$ cat config.mk
export PLATFORM = sky130hd
export DESIGN_NAME = vaq_div_lane
export DESIGN_NICKNAME = d
export VERILOG_FILES = /design/src/hdl/vaq_pkg.sv /design/src/hdl/vaq_div_lane.sv
export SDC_FILE = /design/constraint.sdc
export NUM_CORES = 2
export LEC_CHECK = 0
export ABC_AREA = 1
export BUFFER_PORTS_ARGS = -buffer_cell sky130_fd_sc_hd__buf_2
export CORE_UTILIZATION = 50
export DETAILED_ROUTE_END_ITERATION = 10
export GPL_ROUTABILITY_DRIVEN = 1
export GPL_TIMING_DRIVEN = 0
export MAX_ROUTING_LAYER = met4
export PLACE_DENSITY = 0.69
export RECOVER_POWER = 100
export SYNTH_ARGS = -nofsm -noshare
export SYNTH_HDL_FRONTEND = slang
export SYNTH_SLANG_ARGS = --single-unit
$ cat constraint.sdc
create_clock -name clk -period 2.7 [get_ports clk]
set_input_delay 0.81 -clock clk [delete_from_list [all_inputs] [get_ports clk]]
set_output_delay 0.81 -clock clk [all_outputs]
set_load 0.05 [all_outputs]
$ cat src/hdl/vaq_pkg.sv
// Shared types and constants of the vertex attribute quantizer.
// No dependencies; used by every module of the block.
package vaq_pkg;

  localparam int NUM_REGS   = 6;
  localparam int IDX_W      = 3;
  localparam int NUM_W      = 48;   // divider dividend width
  localparam int DEN_W      = 32;   // divider divisor width (doubled inside)
  localparam int REM_W      = 33;
  localparam int Q_W        = 15;   // quotient magnitude bits
  localparam int DIV_DEPTH  = 16;   // load stage plus one stage per quotient bit
  localparam int NUM_LANES  = 7;

  localparam logic [IDX_W-1:0] REG_MIN_X = 3'd0;
  localparam logic [IDX_W-1:0] REG_MIN_Y = 3'd1;
  localparam logic [IDX_W-1:0] REG_MIN_Z = 3'd2;
  localparam logic [IDX_W-1:0] REG_MAX_X = 3'd3;
  localparam logic [IDX_W-1:0] REG_MAX_Y = 3'd4;
  localparam logic [IDX_W-1:0] REG_MAX_Z = 3'd5;

  // divider lanes: three position axes, then normal a/b, tangent a/b
  localparam int LANE_NA = 3;
  localparam int LANE_NB = 4;
  localparam int LANE_TA = 5;
  localparam int LANE_TB = 6;

  localparam logic [15:0] SNORM_MAX = 16'sd32767;
  localparam logic [15:0] SNORM_MIN = 16'h8001;   // -32767

  typedef struct packed {
    logic [31:0] tex_v;
    logic [31:0] tex_u;
    logic        tangent_w_negative;
    logic [15:0] tangent_z;
    logic [15:0] tangent_y;
    logic [15:0] tangent_x;
    logic [15:0] normal_z;
    logic [15:0] normal_y;
    logic [15:0] normal_x;
    logic [31:0] pos_z;
    logic [31:0] pos_y;
    logic [31:0] pos_x;
  } in_word_t;

  typedef struct packed {
    logic [NUM_W-1:0] num;
    logic [DEN_W-1:0] den;
  } lane_t;

  typedef struct packed {
    logic [2:0]  pos_neg;
    logic [2:0]  pos_sat;
    logic [3:0]  oct_neg;
    logic        zero;
    logic [15:0] uv_u;
    logic [15:0] uv_v;
    logic        tneg;
  } meta_t;

  function automatic logic [15:0] abs16(input logic [15:0] v);
    abs16 = v[15] ? 16'(-v) : v;
  endfunction

endpackage

$ cat src/hdl/vaq_div_lane.sv
// Pipelined restoring divider, one quotient bit per stage.
// Quotient = floor(num / (2*den)), known to fit 15 bits. Uses vaq_pkg.
module vaq_div_lane (
  input  logic                        clk,
  input  logic                        en,
  input  vaq_pkg::lane_t              lane,
  output logic [vaq_pkg::Q_W-1:0]     quot
);

  logic [vaq_pkg::REM_W-1:0] rem_r [vaq_pkg::DIV_DEPTH];
  logic [vaq_pkg::REM_W-1:0] div_r [vaq_pkg::DIV_DEPTH];
  logic [vaq_pkg::Q_W-1:0]   low_r [vaq_pkg::DIV_DEPTH];
  logic [vaq_pkg::Q_W-1:0]   q_r   [vaq_pkg::DIV_DEPTH];

  // load: top bits of the dividend are already below the divisor
  always_ff @(posedge clk) begin
    if (en) begin
      rem_r[0] <= lane.num[vaq_pkg::NUM_W-1:vaq_pkg::Q_W];
      low_r[0] <= lane.num[vaq_pkg::Q_W-1:0];
      div_r[0] <= {lane.den, 1'b0};
      q_r[0]   <= '0;
    end
  end

  for (genvar k = 1; k < vaq_pkg::DIV_DEPTH; k++) begin : g_stage
    logic [vaq_pkg::REM_W:0] trial;
    logic                    ge;
    assign trial = {rem_r[k-1], low_r[k-1][vaq_pkg::Q_W-1]};
    assign ge = trial >= {1'b0, div_r[k-1]};
    always_ff @(posedge clk) begin
      if (en) begin
        rem_r[k] <= ge ? vaq_pkg::REM_W'(trial - {1'b0, div_r[k-1]})
                       : trial[vaq_pkg::REM_W-1:0];
        low_r[k] <= {low_r[k-1][vaq_pkg::Q_W-2:0], 1'b0};
        div_r[k] <= div_r[k-1];
        q_r[k]   <= {q_r[k-1][vaq_pkg::Q_W-2:0], ge};
      end
    end
  end

  assign quot = q_r[vaq_pkg::DIV_DEPTH-1];

endmodule

==> Word level (Yosys, flattened, before mapping) <==
Memory sizes are Yosys's and may differ from the RTL's.
Cells that the tools add are included.
{ "classes": {"addsub": 15, "order_cmp": 15, "mux": 17} }
{ "ops": {"columns": ["op", "n"], "rows": [
  ["$ge 34x33->1", 15],
  ["$mux 33", 15],
  ["$sub 33x33->33", 15],
  ["$mux 1", 2]
]} }
{ "word_totals": {"reg_bits": 0, "ram_bits": 1536, "word_cells": 51, "n_memories": 4} }
{ "mem_list": {"columns": ["memory", "words", "word_bits", "read_ports", "rd_ports_with_merged_regs", "wr", "line_no", "rtl"], "rows": [
  ["div_r", 16, 33, 15, 0, 16, "vaq_div_lane.sv:11", "logic [vaq_pkg::REM_W-1:0] div_r [vaq_pkg::DIV_DEPTH];"],
  ["rem_r", 16, 33, 15, 0, 16, "vaq_div_lane.sv:10", "logic [vaq_pkg::REM_W-1:0] rem_r [vaq_pkg::DIV_DEPTH];"],
  ["low_r", 16, 15, 15, 0, 16, "vaq_div_lane.sv:12", "logic [vaq_pkg::Q_W-1:0] low_r [vaq_pkg::DIV_DEPTH];"],
  ["q_r", 16, 15, 16, 0, 16, "vaq_div_lane.sv:13", "logic [vaq_pkg::Q_W-1:0] q_r [vaq_pkg::DIV_DEPTH];"]
]} }

==> Longest topological paths before layout <==
{ "logic_depth": {"word_depth": 2, "depth_mapped": 16, "depth_no_buf": 15} }

==> Worst setup path after synthesis <==
No wires, ideal clock.
{ "synth_timing": {"path_type": "reg2reg", "startpoint": "memory rem_r[3][4] (netlist bit)", "endpoint": "memory rem_r[4][23] (netlist bit), data pin", "setup_ns": 0.252, "arrival_ns": 1.772, "slack_ns": 0.676, "path_stages_with_launch": 14, "path_buffers": 1, "synth_period_minus_slack_ns": 2.024, "path_cell_list": "edfxtp_1 > ha_1 > nand2_1 > nand2_1 > nand3b_2 > nand2_2 > nand2_2 > nand2_2 > nand2_2 > nand2_4 > nand2_8 > buf_6 > nand2_1 > nand2_1"} }
{ "synth_lines": {"columns": ["element", "line_no"], "rows": [
  ["from (decl)", "vaq_div_lane.sv:10"]
]} }

==> results.yml <==
synth:
  synth_xor_area_frac: 0.0211
  synth_fa_ha_area_frac: 0.0774
  synth_cell_types: 42
  ys_async_sr_fraction: 0
  synth.area.top_cells: "edfxtp_1 (45%), nand2_1 (20%), inv_1 (11%)"
  synth-seq-area-share: 0.450
  ys.flop_type: "edfxtp_1"
  avgSynthCellArea_um2: 7.54
  ys_ff_latch: 1215
  synth_mux_area_frac: 0
  synth_compound_area_frac: 0.0267
  yosysTopAreaCell: "edfxtp_1"
  synth_fp_nets: 11300
  synth_top_family_by_area: "simple AND/OR/NAND/NOR gates"
  yosys.area_share.simple: 0.305
  yosysWarnings: 0
  netlist_area_um2: 81200
  synth.top_cell.area_share: 0.450
  syn_inst: 10800
  synth_edf_count: 1215
clocking:
  root_buffer: "clkbuf_16"
  cts_sinks: 1215
  clock_latency_ns: 0.80
  clk_pin_slew_worst_paths_ns: 0.06
  cts.path.max_buffers: 3
  htree_levels: 4
  ctsHoldBuffers: 0
  cts_inserted_buffers: 135
  tritoncts: "built"
global_routing:
  grt.overflow.total: 0
  use_met1: 0.442
  grt_most_used_layer: "met2"
  grt_pass1_wl_um: 386000
  antenna_found_initial: 21
  use_met3: 0.0355
  grt_pass1_vias: 63100
  track_usage: 0.327
  grt_max_degree: 175
  use_met2: 0.508
finish:
  final_common_cell: "nand2_1"
  finish.utilization: 0.566
  layout_common_cells: "nand2_1 (4,254), inv_1 (2,269), edfxtp_1 (1,215), nand3_1 (787), nor2_1 (542)"
  drive_gt1_frac: 0.0821
  fin_nets: 11700
  synthToLayoutAreaGrowth_pct: 12.2
  multiInputGateArea_um2: 35900
  area.sequential_um2: 36500
  num-fill-cells: 15300
sta:
  relSlewSlack: 0.291
  slew_viol_final: 0
  fin_crit_ns: 2.67
  rsz0062_at_grt: "true"
  hold_slack_ns: 0.183
  hold_violations: 0
  timing.fmax_mhz: 374
  fin_crit_sh: 0.990
  finClkSkew_ns: 0.0288
  setup_viol: 0
  worstMarginPinSlew_ns: 1.06
die:
  core_um2: 161000
  die_h_um: 405
  num_io_pins: 97
  start_util: 0.504
  fp-row-count: 147
  die_area_um2: 164000
  die_w_um: 405
setup_path:
  crit_required_ns: 3.18
  worstSetupPathType: "reg -> reg"
  path_cells: "inv_1, ha_4, nand2_1, nor2_2, nand3_1, nand3_2, nand2_1, nand2_1, nand2_1, buf_4, buf_2, nand3_1, nand2_1"
  worstPathMaxFanout: 10
  critPathCaptureType: "flop"
  path_delay_family: "simple AND/OR/NAND/NOR gates"
  slowest_stage: "edfxtp_1"
  cp-start-kind: "flop"
  path_buf_inv: 3
  worstPathArrival_ns: 3.16
  path_common_cell: "nand2_1"
  cpPeakStageDelay_ns: 0.55
power_and_ir_drop:
  p_leak_uw: 0.0480
  powerDensity_nw_per_um2: 1130
  peakVddDrop_v: 0.000774
route:
  drt_wl_total_um: 263000
  drtPass1Iterations: 8
  via_count: 68200
  drt_iter0_drc: 6352
  final_antenna_net_count: 0
  vias_per_cell: 5.09
  avgRoutedWirePerCell_um: 19.6
  remaining_drc_errors: 0
run_status:
  status: "complete, no violations"
placed_design:
  dp_hpwl_um: 215000
  gp_congestion: 0.994
  port-buffer-count: 96
flow_run:
  maxCapViolations: 0
worst_hold_path:
  hold_class: "in -> reg"
## cell type report
class	count	share of cell area
multi-input cells	7096	0.394
clock inverters	86	0.0117
plain buffers	147	0.0122
inverters	2305	0.0950
repair buffers	225	0.0174
flip-flops and latches	1215	0.401
well taps	2160	0.0297
diodes	9	0.000247
clock buffers	158	0.0390
## where the power goes
part | switching, uW | internal (uW)
Sequential | 3910 | 27100
Clock | 7950 | 11200
Combinational | 35300 | 17000
Total | 47200 | 55300
## cells in the mapped netlist, types with 4 or more instances
cell type  number
buf_6          40
nor3_1         59
xor2_1        172
a21oi_1       302
a211oi_1        4
a21o_1         16
nand2_2        50
nor2_2         46
xnor2_1        24
nand2_1      4293
nand3b_2        5
o21ai_0        23
and2_1         34
nand3_1       788
nor3_2         11
ha_1          480
buf_4          22
nor2_1        575
nand4_1        46
edfxtp_1     1215
and3_1          6
nand3b_1       47
o21bai_1       37
buf_2          81
inv_2          29
a21oi_4         5
inv_1        2275
nand3_2        20
nand2_4        16
nor4_1          5
fa_1           14
nor2_4          6
## final timing paths
kind	from	endpoint	slack, ns	cells past startpoint
worst min-delay path	lane[49]	rem_r[0][2]	0.18	1
worst max register to register	div_r[1][6]	rem_r[9][32]	0.03	13
worst max-delay path	div_r[1][6]	rem_r[9][32]	0.03	13
worst min register to register	low_r[3][7]	low_r[3][23]	0.41	0
## metrics by stage
stage | instances | area [um2] | worst slack, ns | power [uW] | setup TNS, ns
3_3_place_gp | 13000 | 84400 | -17.90 | 81400 | -
5_1_grt | 13400 | 91100 | -0.0403 | 110000 | -0.222
2_1_floorplan | 10800 | 81200 | 0.676 | 63900 | 0
3_5_place_dp | 13000 | 84600 | -0.990 | 80900 | -312.84
6_report | 13400 | 91100 | 0.0265 | 103000 | 0
4_1_cts | 13300 | 89500 | 0.000442 | 101000 | 0
## cells by family after synthesis
logic type | after synthesis
xor gates and xnor gates | 196
AOI/OAI and AO/OA | 391
DFF | 1215
adders and majority gates | 494
and+or+nand+nor | 6015
buffers and inverters | 2452
## sequential cells by signal (all words and copies together), names as in the netlist
name   flops
div_r    480
low_r    120
q_r      120
rem_r    495
## repair_timing
item | CTS | global route
pin swaps | 6 | 17
cloned | 2 | 0
gates resized for setup | 32 | 188
buffers inserted | 20 | 100
setup endpoints to repair | 340 | 330
## metal layers
| metal | vias up | wire, um |
|---|---|---|
| met4 | 0 | 11000 |
| li1 | 34100 | - |
| met3 | 440 | 16400 |
| met1 | 31500 | 117000 |
| met2 | 2177 | 118000 |
| met5 | - | 0 |
No activity file was read; power rests on OpenSTA's default activity.
