===== src/hdl/vaq_pkg.sv =====
// Shared types and constants of the vertex attribute quantizer.
// No dependencies; used by every module of the block.
package vaq_pkg;

  localparam int NUM_REGS   = 6;
  localparam int IDX_W      = 3;
  localparam int NUM_W      = 48;   // divider dividend width
  localparam int DEN_W      = 32;   // divider divisor width (doubled inside)
  localparam int REM_W      = 33;
  localparam int Q_W        = 15;   // quotient magnitude bits
  localparam int DIV_DEPTH  = 16;   // load stage plus one stage per quotient bit
  localparam int NUM_LANES  = 7;

  localparam logic [IDX_W-1:0] REG_MIN_X = 3'd0;
  localparam logic [IDX_W-1:0] REG_MIN_Y = 3'd1;
  localparam logic [IDX_W-1:0] REG_MIN_Z = 3'd2;
  localparam logic [IDX_W-1:0] REG_MAX_X = 3'd3;
  localparam logic [IDX_W-1:0] REG_MAX_Y = 3'd4;
  localparam logic [IDX_W-1:0] REG_MAX_Z = 3'd5;

  // divider lanes: three position axes, then normal a/b, tangent a/b
  localparam int LANE_NA = 3;
  localparam int LANE_NB = 4;
  localparam int LANE_TA = 5;
  localparam int LANE_TB = 6;

  localparam logic [15:0] SNORM_MAX = 16'sd32767;
  localparam logic [15:0] SNORM_MIN = 16'h8001;   // -32767

  typedef struct packed {
    logic [31:0] tex_v;
    logic [31:0] tex_u;
    logic        tangent_w_negative;
    logic [15:0] tangent_z;
    logic [15:0] tangent_y;
    logic [15:0] tangent_x;
    logic [15:0] normal_z;
    logic [15:0] normal_y;
    logic [15:0] normal_x;
    logic [31:0] pos_z;
    logic [31:0] pos_y;
    logic [31:0] pos_x;
  } in_word_t;

  typedef struct packed {
    logic [NUM_W-1:0] num;
    logic [DEN_W-1:0] den;
  } lane_t;

  typedef struct packed {
    logic [2:0]  pos_neg;
    logic [2:0]  pos_sat;
    logic [3:0]  oct_neg;
    logic        zero;
    logic [15:0] uv_u;
    logic [15:0] uv_v;
    logic        tneg;
  } meta_t;

  function automatic logic [15:0] abs16(input logic [15:0] v);
    abs16 = v[15] ? 16'(-v) : v;
  endfunction

endpackage


===== src/hdl/vaq_front.sv =====
// Front end: three register stages that form dividend/divisor pairs for the
// divider lanes, plus the uv scaling and side-band flags. Uses vaq_pkg.
module vaq_front (
  input  logic                                   clk,
  input  logic                                   rst_n,
  input  logic                                   en,
  input  logic                                   in_valid,
  input  vaq_pkg::in_word_t                      in_word,
  input  logic [2:0][31:0]                       box_min,
  input  logic [2:0][31:0]                       box_max,
  output logic                                   out_valid,
  output vaq_pkg::lane_t [vaq_pkg::NUM_LANES-1:0] lanes,
  output vaq_pkg::meta_t                         meta
);

  logic [2:0][31:0] pos;
  logic [1:0][2:0][15:0] vec;
  logic [1:0][31:0] uv;

  assign pos = {in_word.pos_z, in_word.pos_y, in_word.pos_x};
  assign vec[0] = {in_word.normal_z, in_word.normal_y, in_word.normal_x};
  assign vec[1] = {in_word.tangent_z, in_word.tangent_y, in_word.tangent_x};
  assign uv = {in_word.tex_v, in_word.tex_u};

  // stage A
  logic va_r, vb_r, vc_r;
  logic [2:0][32:0] d_a_r, rng_a_r;
  logic [1:0][2:0][15:0] abs_a_r;
  logic [1:0][2:0] sgn_a_r;
  logic [1:0][47:0] uvp_a_r;
  logic tneg_a_r, tneg_b_r;

  // stage B
  logic [2:0][34:0] mag_b_r;
  logic [2:0] pneg_b_r, rzero_b_r;
  logic [2:0][31:0] rng_b_r;
  logic [1:0][16:0] l1_b_r, ma_b_r, mb_b_r;
  logic [3:0] oneg_b_r;
  logic [1:0] uneg_b_r;
  logic [1:0][47:0] umag_b_r;

  // stage C
  vaq_pkg::lane_t [vaq_pkg::NUM_LANES-1:0] lanes_r;
  vaq_pkg::meta_t meta_r;

  always_ff @(posedge clk) begin
    if (!rst_n) begin
      va_r <= 1'b0;
      vb_r <= 1'b0;
      vc_r <= 1'b0;
    end else if (en) begin
      va_r <= in_valid;
      vb_r <= va_r;
      vc_r <= vb_r;
    end
  end

  always_ff @(posedge clk) begin
    if (en) begin
      for (int i = 0; i < 3; i++) begin
        d_a_r[i]   <= {pos[i][31], pos[i]} - {box_min[i][31], box_min[i]};
        rng_a_r[i] <= {box_max[i][31], box_max[i]} - {box_min[i][31], box_min[i]};
      end
      for (int v = 0; v < 2; v++) begin
        for (int c = 0; c < 3; c++) begin
          abs_a_r[v][c] <= vaq_pkg::abs16(vec[v][c]);
          sgn_a_r[v][c] <= vec[v][c][15];
        end
        // t * 32767 = (t << 15) - t
        uvp_a_r[v] <= ({{16{uv[v][31]}}, uv[v]} << 15) - {{16{uv[v][31]}}, uv[v]};
      end
      tneg_a_r <= in_word.tangent_w_negative;
    end
  end

  logic [2:0][34:0] num_b;
  always_comb begin
    for (int i = 0; i < 3; i++) begin
      num_b[i] = {d_a_r[i][32], d_a_r[i], 1'b0} - {{2{rng_a_r[i][32]}}, rng_a_r[i]};
    end
  end

  always_ff @(posedge clk) begin
    if (en) begin
      for (int i = 0; i < 3; i++) begin
        mag_b_r[i]   <= num_b[i][34] ? 35'(-num_b[i]) : num_b[i];
        pneg_b_r[i]  <= num_b[i][34];
        rzero_b_r[i] <= rng_a_r[i][32] | (rng_a_r[i] == '0);
        rng_b_r[i]   <= rng_a_r[i][31:0];
      end
      for (int v = 0; v < 2; v++) begin
        l1_b_r[v] <= 17'(abs_a_r[v][0]) + 17'(abs_a_r[v][1]) + 17'(abs_a_r[v][2]);
        // fold into the lower hemisphere when z is negative
        ma_b_r[v] <= sgn_a_r[v][2] ? 17'(abs_a_r[v][0]) + 17'(abs_a_r[v][2])
                                   : 17'(abs_a_r[v][0]);
        mb_b_r[v] <= sgn_a_r[v][2] ? 17'(abs_a_r[v][1]) + 17'(abs_a_r[v][2])
                                   : 17'(abs_a_r[v][1]);
        oneg_b_r[2*v]   <= sgn_a_r[v][0];
        oneg_b_r[2*v+1] <= sgn_a_r[v][1];
        uneg_b_r[v] <= uvp_a_r[v][47];
        umag_b_r[v] <= uvp_a_r[v][47] ? 48'(-uvp_a_r[v]) : uvp_a_r[v];
      end
      tneg_b_r <= tneg_a_r;
    end
  end

  // stage C: dividend = 2*32767*mag + den, divisor = den (doubled in the lane)
  vaq_pkg::lane_t [vaq_pkg::NUM_LANES-1:0] lanes_c;
  logic [2:0] sat_c;
  logic [1:0][15:0] uvq_c;
  logic [1:0][31:0] qm;
  logic [1:0][47:0] qsum;
  logic [3:0][16:0] om;

  always_comb begin
    for (int i = 0; i < 3; i++) begin
      sat_c[i] = !rzero_b_r[i] && (mag_b_r[i] > {3'b000, rng_b_r[i]});
      if (rzero_b_r[i] || sat_c[i]) begin
        lanes_c[i].num = '0;
        lanes_c[i].den = 32'd1;
      end else begin
        lanes_c[i].num = {mag_b_r[i][31:0], 16'h0000}
                       - {15'b0, mag_b_r[i][31:0], 1'b0}
                       + {16'h0000, rng_b_r[i]};
        lanes_c[i].den = rng_b_r[i];
      end
    end
    om = {mb_b_r[1], ma_b_r[1], mb_b_r[0], ma_b_r[0]};
    for (int k = 0; k < 4; k++) begin
      lanes_c[vaq_pkg::LANE_NA + k].num = {15'b0, om[k], 16'h0000}
                                        - {30'b0, om[k], 1'b0}
                                        + {31'b0, l1_b_r[k/2]};
      lanes_c[vaq_pkg::LANE_NA + k].den = (l1_b_r[k/2] == '0) ? 32'd1
                                                              : {15'b0, l1_b_r[k/2]};
    end
    for (int v = 0; v < 2; v++) begin
      qsum[v] = umag_b_r[v] + 48'd32768;
      qm[v] = qsum[v][47:16];
      if (uneg_b_r[v]) begin
        uvq_c[v] = (qm[v] > 32'd32768) ? 16'h8000 : 16'(-qm[v]);
      end else begin
        uvq_c[v] = (qm[v] > 32'd32767) ? 16'h7FFF : qm[v][15:0];
      end
    end
  end

  always_ff @(posedge clk) begin
    if (en) begin
      lanes_r        <= lanes_c;
      meta_r.pos_neg <= pneg_b_r;
      meta_r.pos_sat <= sat_c;
      meta_r.oct_neg <= oneg_b_r;
      meta_r.zero    <= (l1_b_r[0] == '0) | (l1_b_r[1] == '0);
      meta_r.uv_u    <= uvq_c[0];
      meta_r.uv_v    <= uvq_c[1];
      meta_r.tneg    <= tneg_b_r;
    end
  end

  assign out_valid = vc_r;
  assign lanes = lanes_r;
  assign meta = meta_r;

endmodule


===== config.mk =====
export PLATFORM = sky130hd
export DESIGN_NAME = vaq_front
export DESIGN_NICKNAME = d
export VERILOG_FILES = /design/src/hdl/vaq_pkg.sv /design/src/hdl/vaq_front.sv
export SDC_FILE = /design/constraint.sdc
export NUM_CORES = 2
export LEC_CHECK = 0
export ABC_CLOCK_PERIOD_IN_PS = 5400
export BUFFER_PORTS_ARGS = -buffer_cell sky130_fd_sc_hd__clkbuf_2
export CAP_MARGIN = 40
export CORE_UTILIZATION = 40
export DETAILED_ROUTE_END_ITERATION = 16
export PLACE_DENSITY_LB_ADDON = 0.2
export SLEW_MARGIN = 20
export SYNTH_ARGS = -nofsm -noshare
export SYNTH_HDL_FRONTEND = slang
export SYNTH_SLANG_ARGS = --single-unit

===== constraint.sdc =====
create_clock -name clk -period 5.4 [get_ports clk]
set_clock_uncertainty 0.15 [all_clocks]
set_input_delay 0.81 -clock clk [delete_from_list [all_inputs] [get_ports clk]]
set_output_delay 0.81 -clock clk [all_outputs]
set_load 0.05 [all_outputs]

Yosys cells after proc, flatten, opt, wreduce, memory -nomap -nowiden
Index checks and enable logic that the tools add are counted.
{ "word_totals": {"n_memories": 0, "wordCells": 169, "mem_bits_rw": 0, "out_inout_bits": 605, "reg_bits": 1352, "mem_bits_ro": 0, "latch_bits": 0} }
{ "op_classes": {"n_eq_ne": 0, "multipliers": 0, "div_mod_pow": 0, "shift": 0, "bitwise_logic": 4, "addsub": 48, "magnitude_cmp": 7, "reduce_logical": 14, "n_mux": 21} }
{ "ops": {"columns": ["operator", "count"], "rows": [
  ["$sub A32 B32 Y33", 6],
  ["$mux W16", 10],
  ["$add A48 B32 Y48", 3],
  ["$sub A48 B33 Y48", 3],
  ["$add A34 B18 Y35", 4],
  ["$sub A33 B18 Y34", 4],
  ["$neg A16 Y16", 8],
  ["$gt A35 B32 Y1", 3],
  ["$neg A35 Y35", 3],
  ["$sub A34 B33 Y35", 3],
  ["$add A16 B16 Y17", 6],
  ["$mux W34", 3],
  ["$logic_not A33 Y1", 3],
  ["$add A48 B16 Y48 const B", 2],
  ["$neg A48 Y48", 2],
  ["$sub A47 B32 Y48", 2],
  ["$mux W47", 2],
  ["$mux W15", 6],
  ["$gt A32 B15 Y1 const B", 2],
  ["$gt A32 B16 Y1 const B", 2],
  ["$add A17 B16 Y17", 2],
  ["$logic_not A17 Y1", 2],
  ["$or A1 B1 Y1", 4],
  ["$logic_and A1 B1 Y1", 3],
  ["other kinds (2)", 6]
]} }

Logic depth before layout (Yosys ltp)
{ "logic_depth": {"depth_word": 4, "mapped_depth": 17} }

Worst setup path before layout
OpenSTA, ideal clock, no wires.
{ "synth_timing": {"path_kind": "reg2reg", "start": "register uvp_a_r[60] (netlist bit)", "end": "register umag_b_r[92] (netlist bit), data pin", "stages_incl_launch_ff": 12, "arrival_time_ps": 3856, "slack_ps": 1132, "setup_ps": 262, "n_path_buf": 1, "period_less_slack_ps": 4268, "path_cell_list": "edfxtp_1 > nor4_1 > nand4_1 > or3_4 > or4_4 > or4_4 > or4_4 > or4_4 > buf_6 > or4_4 > o31ai_1 > xnor2_1"} }
{ "synth_via": {"elab_chain_cells": 2} }
{ "synth_rtl": {"columns": ["item", "line", "rtl"], "rows": [
  ["from (decl)", "vaq_front.sv:30", "logic [1:0][47:0] uvp_a_r;"],
  ["from (signal, indexed assignment)", "vaq_front.sv:70", "uvp_a_r[v] <= ({{16{uv[v][31]}}, uv[v]} << 15) - {{16{uv[v][31]}}, uv[v]};"],
  ["$neg A48 Y48", "vaq_front.sv:101", "umag_b_r[v] <= uvp_a_r[v][47] ? 48'(-uvp_a_r[v]) : uvp_a_r[v];"],
  ["$mux W47", "vaq_front.sv:101", null],
  ["to (signal, indexed assignment)", "vaq_front.sv:101", null],
  ["to (decl)", "vaq_front.sv:40", "logic [1:0][47:0] umag_b_r;"]
]} }
Every way passes these cells.
A chain may end at the register's enable or synchronous reset.

==> flow_summary_export.csv <==
group,metric,value,unit
global_routing,grt_max_degree,124,
routing,viasPerCell,5.333,
global_routing,grt_antenna_before_repair,74,
clock_network,cts_setup_buffers,0,
critical_path,cp-start-kind,"flip-flop",
synth,yosysTopAreaCellShare,41.43,%
timing,tns,0,ns
placement,placed_area,0.09715,mm²
status,status,"complete, no violations",
placement,dp_hpwl,225800,µm
run,cap_violations,0,
synth,yosys.area.top_type,"edfxtp_1",
routing,num_vias,69470,
global_routing,grt_pass1_vias,67170,
placement,post-place-ws,0.3769,ns
critical_path,path_class,"reg -> reg",
critical_path,required,5.80,ns
global_routing,grt_overflow,0,
floorplanning,die_area,0.2251,mm²
clock_network,cts_tree,"built",
routing,drcViolationCount,0,
synth,synth_cells,8957,
layout,finalNonFillerCells,13030,
timing,hold_ws,0.09494,ns
timing,period_needed,4.830,ns
layout,area_delta_synth_final,14.54,%
timing,worst_pin_slew,0.8958,ns
placement,gp_congestion,0.9429,
synth,synth_enable_flop_cells,1232,
layout,nFillCells,21050,
routing,drt-total-wl,273400,µm
pwr,max-vdd-ir-drop,0.3051,mV
layout,post-route-util,46.05,%
synth,ys_top_cells_by_area,"edfxtp_1 (41%), ha_1 (11%), xnor2_1 (6.6%)",
timing,post-route-period-util,89.44,%
pwr,total_power,52.93,mW
routing,drt_pass1_iterations,7,
timing,slew_headroom,40.15,%
synth,synth_warnings,0,
clock_network,cts-buffers-inserted,147,
global_routing,grtUsageTotal,23.55,%
synth,synth-main-ff-cell,"edfxtp_1",
synth,synth_commonest_cells,"edfxtp_1 (1,232), inv_1 (840), ha_1 (816)",
global_routing,grt_pass1_wl,402300,µm
synth,synth_area_per_cell,9.969,µm²
floorplanning,row_count,173,
synth,syn_area,0.08930,mm²
critical_path,critPathMaxFanout,8,
floorplanning,die_x,474.5,µm
pwr,p_leak,43.81,nW
timing,final_hold_viol_count,0,
synth,synthArstFlopShare,0,%
clock_network,clk_latency,0.82,ns
timing,clock.fmax,207.0,MHz
clock_network,cts_sinks,1235,
clock_network,clockBufferDepth,3,
timing,slew_violations,0,
layout,final_nets,11280,
layout,design_area,0.1023,mm²
critical_path,crit_arrival,5.23,ns
synth,seq_area_frac_synth,41.50,%
placement,port-buffer-count,997,
synth,yosysUniqueCellTypes,89,
floorplanning,dieHeight,474.5,µm
pwr,power-per-cell-area,517.6,mW/mm²
routing,drt_iter0_markers,5080,
floorplanning,ios,1058,
floorplanning,core_area,0.2221,mm²
critical_path,worst_setup_path_end_kind,"flip-flop",
clock_network,cts_root_buffer,"clkbuf_16",
min_path,min_path_type,"in -> reg",
placement,dp.cells,12730,
routing,ant_nets,0,
timing,setup_ws,0.5701,ns
routing,wire_per_inst,20.99,µm
clock_network,path_clk_slew,0.06,ns
timing,rsz0062_at_grt,"no",
synth,synth-seq-cells,1235,
floorplanning,initial_core_util,40.21,%
timing,setup_viol,0,
clock_network,htree_levels,4,
layout,final_layout_size_suffix_gt1_share,14.46,%
synth,post-synth-top-count-cell,"edfxtp_1",
==> cells by family (layout without fill, tap and decap cells) <==
| kind of cell | after synthesis | count (layout) | synth area share (%) |
|---|---|---|---|
| AOI/OAI and AO/OA | 2053 | 2053 | 14.83 |
| xor gates and xnor gates | 973 | 973 | 9.543 |
| adders and majority gates | 918 | 918 | 13.72 |
| buffers and inverters | 1183 | 2197 | 5.605 |
| DFF | 1235 | 1235 | 41.50 |
| muxes | 70 | 70 | 0.8533 |
| other | 1 | 83 | 0.004200 |
| and+or+nand+nor | 2524 | 2524 | 13.94 |
==> area by class of cell <==
class | instances | area [µm²] | share of cell area, %
Multi-Input combinational cell | 6598 | 47480 | 46.42
Sequential cell | 1235 | 37060 | 36.23
Timing Repair Buffer | 1085 | 5826 | 5.696
Clock buffer | 165 | 3789 | 3.704
Tap cell | 2975 | 3722 | 3.639
Inverter | 842 | 3161 | 3.090
Clock inverter | 105 | 1187 | 1.161
Antenna cell | 23 | 57.56 | 0.05627
==> state kept, by name (all words and copies together), names as in the netlist, 2 cells and up <==
signal	flops
lanes	412
mag_b_r	105
d_a_r	99
rng_a_r	99
abs_a_r	96
uvp_a_r	96
rng_b_r	93
umag_b_r	66
meta	44
l1_b_r	34
ma_b_r	34
mb_b_r	34
sgn_a_r	6
oneg_b_r	4
pneg_b_r	3
rzero_b_r	3
uneg_b_r	2
==> critical path: stages, from the launching register on <==
cell and delay, ns:
edfxtp_1 0.52, or4_1 0.62, or4_1 0.44, nor3_1 0.32, xnor2_1 0.12, ha_1 0.40
and3_1 0.24, a2111oi_0 0.56, o21ai_0 0.25, and3_1 0.22, o21ai_1 0.43, nor3_1 0.15
xnor2_1 0.15
==> repair_timing <==
action | CTS | global route
endpoints found under the hold margin | 2 | 0
hold buffers | 2 | 0
gates resized for setup | 0 | 0
setup endpoints to repair | 0 | 0
==> report_power, final <==
part | switching [mW] | leakage [nW] | internal (mW)
registers | 1.99 | 12.2 | 13.5
clock network | 4.28 | 2.40 | 5.91
logic | 16.9 | 29.2 | 10.3
total | 23.2 | 43.8 | 29.7
==> metal layers <==
layer	wire (µm)	up-vias	GRT usage [%]
met5	285	-	0
met4	11780	42	9.973
met3	18160	447	4.946
met2	123500	2003	37.79
met1	119700	32850	30.61
li1	-	34130	-
==> layout by cell type, fill, tap and decap left out, types with 98 or more instances in the layout <==
cell / instances
a21o_1: 314
fa_1: 102
o21ai_0: 424
clkbuf_2: 997
nor3_1: 243
edfxtp_1: 1232
nand2_1: 535
inv_1: 840
xnor2_1: 674
a21oi_1: 550
clkbuf_16: 149
nor2_1: 695
nor2b_1: 120
nand2b_1: 98
nand4_1: 99
xor2_1: 299
nand3_1: 208
ha_1: 816
==> worst paths after layout <==
path	start	to	slack [ns]	depth (start not counted)
hold / removal	rst_n	vb_r	0.09	2
setup / recovery	ma_b_r[22]	lanes[460]	0.57	12
setup reg to reg	ma_b_r[22]	lanes[460]	0.57	12
hold reg to reg	oneg_b_r[1]	meta[35]	0.27	0
(Power assumes the default switching activity.)
